$ cat config.mk
export PLATFORM = sky130hd
export DESIGN_NAME = qte_sqrt
export DESIGN_NICKNAME = d
export VERILOG_FILES = /design/src/rtl/qte_pkg.sv /design/src/rtl/qte_sqrt.sv
export SDC_FILE = /design/constraint.sdc
export NUM_CORES = 2
export LEC_CHECK = 0
export BUFFER_PORTS_ARGS = -buffer_cell sky130_fd_sc_hd__buf_4
export CAP_MARGIN = 10
export CORE_MARGIN = 2
export CORE_UTILIZATION = 40
export DETAILED_ROUTE_END_ITERATION = 10
export SETUP_SLACK_MARGIN = 0.3
export SLEW_MARGIN = 30
export SYNTH_ARGS = -nofsm -noshare
export SYNTH_HDL_FRONTEND = slang
export SYNTH_SLANG_ARGS = --single-unit
$ cat constraint.sdc
create_clock -name clk_i -period 10.58 [get_ports clk_i]
set_input_delay 0.529 -clock clk_i [delete_from_list [all_inputs] [get_ports clk_i]]
set_output_delay 0.529 -clock clk_i [all_outputs]
set_load 0.02 [all_outputs]
$ cat src/rtl/qte_pkg.sv
// Shared types, constants and angle table for the quaternion to Euler angle converter.
// No dependencies; every other file in rtl/ imports it.
package qte_pkg;

  // CORDIC datapath widths: vector components and angle accumulator
  localparam int unsigned CW = 40;
  localparam int unsigned ZW = 34;
  // width of the two atan2 numerators that can exceed 32 bits
  localparam int unsigned TW = 34;

  localparam logic signed [63:0]   ONE_Q60 = 64'sd1 << 60;
  localparam logic signed [ZW-1:0] PI_Q29  = 34'sd1686629713;
  localparam logic signed [ZW-1:0] HPI_Q29 = 34'sd843314857;

  // side data around the first square root
  typedef struct packed {
    logic               inv;
    logic signed [31:0] t1;
    logic signed [31:0] t4;
    logic signed [31:0] x;
    logic signed [31:0] y;
    logic signed [31:0] z;
    logic signed [63:0] xy;
    logic signed [63:0] yz;
    logic signed [63:0] zx;
  } s1_side_t;

  // side data around the second square root
  typedef struct packed {
    logic                 inv;
    logic signed [TW-1:0] t0;
    logic signed [TW-1:0] t3;
    logic signed [31:0]   t1;
    logic signed [31:0]   t2;
    logic signed [31:0]   t4;
  } s2_side_t;

  // atan(2^-i) in Q3.29, rounded to nearest
  function automatic logic signed [ZW-1:0] atan_step(input int unsigned i);
    logic signed [ZW-1:0] v;
    case (i)
      0:       v = 34'sd421657428;
      1:       v = 34'sd248918915;
      2:       v = 34'sd131521918;
      3:       v = 34'sd66762579;
      4:       v = 34'sd33510843;
      5:       v = 34'sd16771758;
      6:       v = 34'sd8387925;
      7:       v = 34'sd4194219;
      8:       v = 34'sd2097141;
      9:       v = 34'sd1048575;
      10:      v = 34'sd524288;
      default: v = (i <= 29) ? (34'sd1 <<< (29 - i)) : '0;
    endcase
    return v;
  endfunction

  function automatic logic signed [ZW-1:0] sat_angle(input logic signed [ZW-1:0] a,
                                                     input logic signed [ZW-1:0] lim);
    logic signed [ZW-1:0] r;
    if (a > lim) begin
      r = lim;
    end else if (a < -lim) begin
      r = -lim;
    end else begin
      r = a;
    end
    return r;
  endfunction

endpackage

$ cat src/rtl/qte_sqrt.sv
// Pipelined 31-step restoring floor square root, one result bit per stage.
// Carries an opaque side word alongside each item. Depends on qte_pkg.
module qte_sqrt #(
  parameter int unsigned SIDE_W = 1
) (
  input  logic              clk_i,
  input  logic              rst_ni,
  input  logic              en_i,
  input  logic              vld_i,
  input  logic [60:0]       rad_i,
  input  logic [SIDE_W-1:0] side_i,
  output logic              vld_o,
  output logic [30:0]       root_o,
  output logic [SIDE_W-1:0] side_o
);
  import qte_pkg::*;

  localparam int unsigned NS = 31;

  logic [NS-1:0]     vld_q;
  logic [60:0]       rem_q  [NS];
  logic [61:0]       res_q  [NS];
  logic [SIDE_W-1:0] side_q [NS];

  for (genvar k = 0; k < NS; k++) begin : g_step
    localparam logic [61:0] BIT = 62'd1 << (60 - 2 * k);
    logic [60:0]       rem_in;
    logic [61:0]       res_in;
    logic              vld_in;
    logic [SIDE_W-1:0] side_in;
    logic [61:0]       trial;
    logic              take;

    if (k == 0) begin : g_first
      assign rem_in  = rad_i;
      assign res_in  = '0;
      assign vld_in  = vld_i;
      assign side_in = side_i;
    end else begin : g_next
      assign rem_in  = rem_q[k-1];
      assign res_in  = res_q[k-1];
      assign vld_in  = vld_q[k-1];
      assign side_in = side_q[k-1];
    end

    assign trial = res_in + BIT;
    assign take  = {1'b0, rem_in} >= trial;

    always_ff @(posedge clk_i or negedge rst_ni) begin
      if (!rst_ni) begin
        vld_q[k] <= 1'b0;
      end else if (en_i) begin
        vld_q[k] <= vld_in;
      end
    end

    always_ff @(posedge clk_i) begin
      if (en_i) begin
        rem_q[k]  <= take ? (rem_in - trial[60:0]) : rem_in;
        res_q[k]  <= take ? ((res_in >> 1) + BIT) : (res_in >> 1);
        side_q[k] <= side_in;
      end
    end
  end

  assign vld_o  = vld_q[NS-1];
  assign root_o = res_q[NS-1][30:0];
  assign side_o = side_q[NS-1];

endmodule

Word-level counts from Yosys, hierarchy flattened
Memory sizes are Yosys's and may differ from the RTL's.
Cells that the tools add are included.
Storage, ports and cells
  memory bits (read-only): 0
  latch bits: 0
  register bits after elaboration: 31
  input bits: 66
  bits in writable memories: 3844
  memories: 3
  word-level logic and storage cells: 220
  output and inout bits: 33
Operators by class
  $lt $le $gt $ge: 31
  mux-type cells: 64
  multipliers: 0
  div/mod/pow operators: 0
  eq/ne operators: 0
  shift operators: 0
  add/sub/neg operators: 91
  bitwise gates (word level): 0
  reductions and logical operators: 0
Memory list
  res_q: depth 31, width 62, rd ports 31, clocked after memory_dff 0, write ports 31, RTL line qte_sqrt.sv:22  | logic [61:0] res_q [NS];
  rem_q: depth 31, width 61, rd ports 30, clocked after memory_dff 0, write ports 31, RTL line qte_sqrt.sv:21  | logic [60:0] rem_q [NS];
  side_q: depth 31, width 1, rd ports 31, clocked after memory_dff 0, write ports 31, RTL line qte_sqrt.sv:23  | logic [SIDE_W-1:0] side_q [NS];
Operators by type and width (count)
  61-bit two-way mux: 32
  61-bit by 62-bit greater-or-equal comparator with 1-bit output: 30
  62-bit two-way mux: 30
  61-bit subtractor: 30
  61-bit by 1-bit adder with 62-bit output (second input constant): 1
  61-bit by 11-bit adder with 62-bit output (second input constant): 1
  61-bit by 13-bit adder with 62-bit output (second input constant): 1
  61-bit by 15-bit adder with 62-bit output (second input constant): 1
  61-bit by 17-bit adder with 62-bit output (second input constant): 1
  61-bit by 19-bit adder with 62-bit output (second input constant): 1
  61-bit by 21-bit adder with 62-bit output (second input constant): 1
  61-bit by 23-bit adder with 62-bit output (second input constant): 1
  61-bit by 25-bit adder with 62-bit output (second input constant): 1
  61-bit by 27-bit adder with 62-bit output (second input constant): 1
  61-bit by 29-bit adder with 62-bit output (second input constant): 1
  61-bit by 3-bit adder with 62-bit output (second input constant): 1
  61-bit by 31-bit adder with 62-bit output (second input constant): 1
  61-bit by 33-bit adder with 62-bit output (second input constant): 1
  61-bit by 35-bit adder with 62-bit output (second input constant): 1
  61-bit by 37-bit adder with 62-bit output (second input constant): 1
  61-bit by 39-bit adder with 62-bit output (second input constant): 1
  61-bit by 41-bit adder with 62-bit output (second input constant): 1
  61-bit by 43-bit adder with 62-bit output (second input constant): 1
  61-bit by 45-bit adder with 62-bit output (second input constant): 1
  other kinds (43): 44

Depth between registers and ports, before layout
An unclocked memory read counts as a cell.
  depth after elaboration: 4
  gate-level depth with buffers: 15
  mapped depth without buffers: 12

Least setup slack after synthesis
Ideal clock, no wire load.
  path kind: register to register
  start: memory rem_q[28][7] (netlist: rem_q[7][7])
  end: memory rem_q[29][58] (netlist: rem_q[7][119]) (data pin)
  setup slack: 7223 ps
  clock period less this slack: 3357 ps
  stages on the path, launching flop included: 12
  path buffers: 1
  arrival: 3099 ps
  cells stage by stage: edfxtp_1 ha_1 a21o_1 or3_1 o22a_1 a22oi_1 o2111ai_1 a21o_1 or2_2 clkbuf_1 or4_1 xnor2_1
RTL lines (RTL line)
  start: declaration: qte_sqrt.sv:21

==> out/results.ini <==
[cts]
cts.root.buffer_cell = clkbuf_16
clkTransAtPathRegs_ns = 0.06
cts_buffers = 269
clk_latency_ns = 0.87
h-tree-depth = 5
clock-sinks = 2388
clock_path_buffers = 4
cts_tree = yes
post_cts_buffers = 0

[power_and_ir_drop]
swShare = 0.302
p_per_area_mw_per_mm2 = 224
peakVddDrop_mv = 0.159
leakagePower_nw = 47.7
p_switching_mw = 8.67
internal-power_mw = 20.0
pwr-share-comb = 0.215
seq_power_share = 0.461
p_clk_frac = 0.324

[routing]
via_count = 72354
drc_errors = 0
wirelength_um = 298000
first_iter_violations = 5992
firstDrtPassIters = 6
drt-vias-per-instance = 5.48
ant_nets = 0
wl_per_cell_um = 22.6

[cells_and_area]
final_cell_mix = 2357 x edfxtp_1, 648 x inv_1, 629 x nor2_1, 592 x a21oi_1, 523 x ha_1
drive_gt1_frac = 0.0779
area_growth_pct = 13.0
num-nets-final = 9846
final_common_cell = edfxtp_1

[timing]
rsz0062_at_grt = no
skew_ns = 0.0451
setup_viol = 0
finalSetupTns_ns = 0
final.setup.worst_slack_ns = 6.17
period_minus_slack_ns = 4.41
hold_viol = 0
fin_crit_sh = 0.417
slew-limit-headroom = 0.286
max_freq_ghz = 0.227
tightestPinTransition_ns = 1.04
slew_viol_final = 0

[grt]
globalRouteTotalUtil = 0.203
grt_pass1_vias = 71888
grt_pass1_wl_um = 445000
antenna_found_initial = 5
grt_max_degree = 191
overflow = 0

[setup_path]
crit_fanout = 43
cpPeakStageDelay_ns = 0.72
cp.depth = 12
crit_path_end_kind = flop
cp_slowest_cell = o31ai_1
critPathKind = reg2reg
cpLargestDelayFamily = compound AO/OA/AOI/OAI gates
worstSetupStartpointType = flop
cp-startpoint = res_q[1][572]
crit_buf_inv = 2
reg2reg_to = rem_q[6][165]
reg2reg_depth = 12
critPathArrivalTime_ns = 5.08
required_ns = 11.25
worstPathCellList = inv_1 > ha_1 > and3_1 > nand2_1 > a21oi_1 > nor4_1 > o31ai_1 > o21ai_0 > o21a_1 > inv_2 > nor4bb_1 > xor2_1
crit_end = rem_q[6][165]
ff2ff_setup_slack_ns = 6.17
worstReg2RegStart = res_q[1][572]

[place]
gp_congestion = 0.961
dp_hpwl_um = 226000
place_ws_ns = 6.12
port_buffers = 98

[die]
die_x_um = 537
die_h_um = 537
io_pins = 99
design.core.area_mm2 = 0.282
die_area_mm2 = 0.288
start_util = 0.402
rows = 195

[synth]
netlist_instances = 8962
synth-async-reset-ratio = 0.0130
synth_ff_type = edfxtp_1
synth-seq-cells = 2388
synth_nets = 9552
yosys_warnings = 0
synth_area_leaders = edfxtp_1 62%, ha_1 5.8%, xor2_1 3.1%
synth_edf_count = 2357
synth_top_area_frac = 0.624
synth_area_mm2 = 0.113
ys_types = 90
syn-mean-instance-area_um2 = 12.7
synth_top_area_cell = edfxtp_1
ys_seq_area_frac = 0.631

[outcome]
outcome = complete, no violations

[run]
drv_cap = 0

[worst_hold_path]
hold_class = in2async

[cell usage after synthesis (10+ instances only)]
master     instances
edfxtp_1        2357
inv_1            648
nor2_1           630
a21oi_1          592
ha_1             523
nand2_1          517
xor2_1           400
xnor2_1          392
o21ai_0          378
nor4_1           323
nor3_1           236
a21o_1           166
nand3_1          158
clkbuf_1         151
nand4_1          143
mux2_2           111
or3_1            101
nand2b_1          99
o21a_1            87
nor2b_1           69
o21bai_1          64
or4_1             64
a211oi_1          58
a31oi_1           56
nor4b_1           51
o31ai_1           49
or2_2             44
and3_1            38
and2_1            33
dfrtp_1           31
nand3b_1          28
o211ai_1          27
nor3b_1           24
a2111oi_0         18
a211o_1           18
nand4b_1          18
and4_1            17
buf_1             17
a21boi_0          16
a31o_2            15
buf_2             15
and4b_1           10
o2111ai_1         10
[power groups by stage]
stage	clock [mW]	combinational, mW	sequential, mW
final	9.30	6.15	13.2
after floorplan	0	4.33	12.8
after global routing	9.88	6.79	13.3
after CTS	9.51	6.13	13.2
after detailed placement	0	6.07	13.4
after global placement	0	6.01	13.4
[kinds of logic (layout without fill, tap and decap cells)]
kind of cell | Yosys count | after routing | share of synthesized area
flip-flops | 2388 | 2388 | 0.631
adder cells (fa/ha/maj) | 524 | 524 | 0.0578
other | 1 | 7 | 0.0000330
AND/OR/NAND/NOR | 2630 | 2630 | 0.120
XOR/XNOR | 792 | 792 | 0.0611
AO/OA/AOI/OAI | 1672 | 1672 | 0.0910
multiplexers | 121 | 121 | 0.0119
buffers and inverters | 834 | 1335 | 0.0278
[through the flow]
stage | instances | cell area (µm²) | hold slack, ns | total power [mW] | utilization
finish | 13212 | 128000 | 0.155 | 28.7 | 0.454
global route | 13208 | 128000 | 0.161 | 30.0 | 0.454
CTS | 13204 | 128000 | 0.100 | 28.9 | 0.454
detailed placement | 12662 | 119000 | 0.405 | 19.5 | 0.421
global placement | 12662 | 119000 | 0.400 | 19.4 | 0.421
floorplan | 8962 | 113000 | 0.233 | 17.1 | -
[worst reg2reg max path, cell delays in order, from the launching register on]
cell      delay, ns
edfxtp_1       0.53
inv_1          0.09
ha_1           0.38
and3_1         0.22
nand2_1        0.10
a21oi_1        0.22
nor4_1         0.09
o31ai_1        0.72
o21ai_0        0.38
o21a_1         0.29
inv_2          0.57
nor4bb_1       0.36
xor2_1         0.29
[state kept, by name (all words and copies together), names as in the netlist]
register       count
res_q            496
side_q            31
g_step.vld_in     30
rem_q           1830
vld_o              1
[metal layers]
layer  routed length [µm]  share of wire  track usage  vias to the layer above
met1               110000           0.37        0.223                    35465
met3                11800          0.040       0.0242                      621
met2               159000           0.53        0.382                     2033
met4                16900          0.057        0.107                        2
li1                     -              -            -                    34233
met5                   12       0.000040            0                        -
[how the worst min path moves through the flow]
| stage | depth (start not counted) | slack [ns] | start | endpoint |
|---|---|---|---|---|
| after floorplan | 0 | 0.23 | rst_ni | g_step[10].vld_in |
| after global placement | 0 | 0.40 | side_q[29] | side_q[30] |
| after detailed placement | 0 | 0.41 | side_q[13] | side_q[14] |
| after CTS | 2 | 0.10 | rst_ni | g_step[25].vld_in |
| after global routing | 2 | 0.16 | rst_ni | g_step[25].vld_in |
| final | 2 | 0.15 | rst_ni | g_step[25].vld_in |
[repair_timing]
item                      CTS  global route
hold buffers               64             0
hold endpoints to repair   94             0
resized for setup           0             0
[layout make-up]
class / instances / area, µm²
fillers: 25028 / 154000
flip-flops and latches: 2388 / 71600
multi-input cells: 5740 / 38900
clock buffers: 328 / 7110
well taps: 3743 / 4680
inverters: 650 / 2440
repair buffers: 207 / 1920
clock inverters: 150 / 1630
diodes: 6 / 15.0
Power figures use the tool's default switching activity.
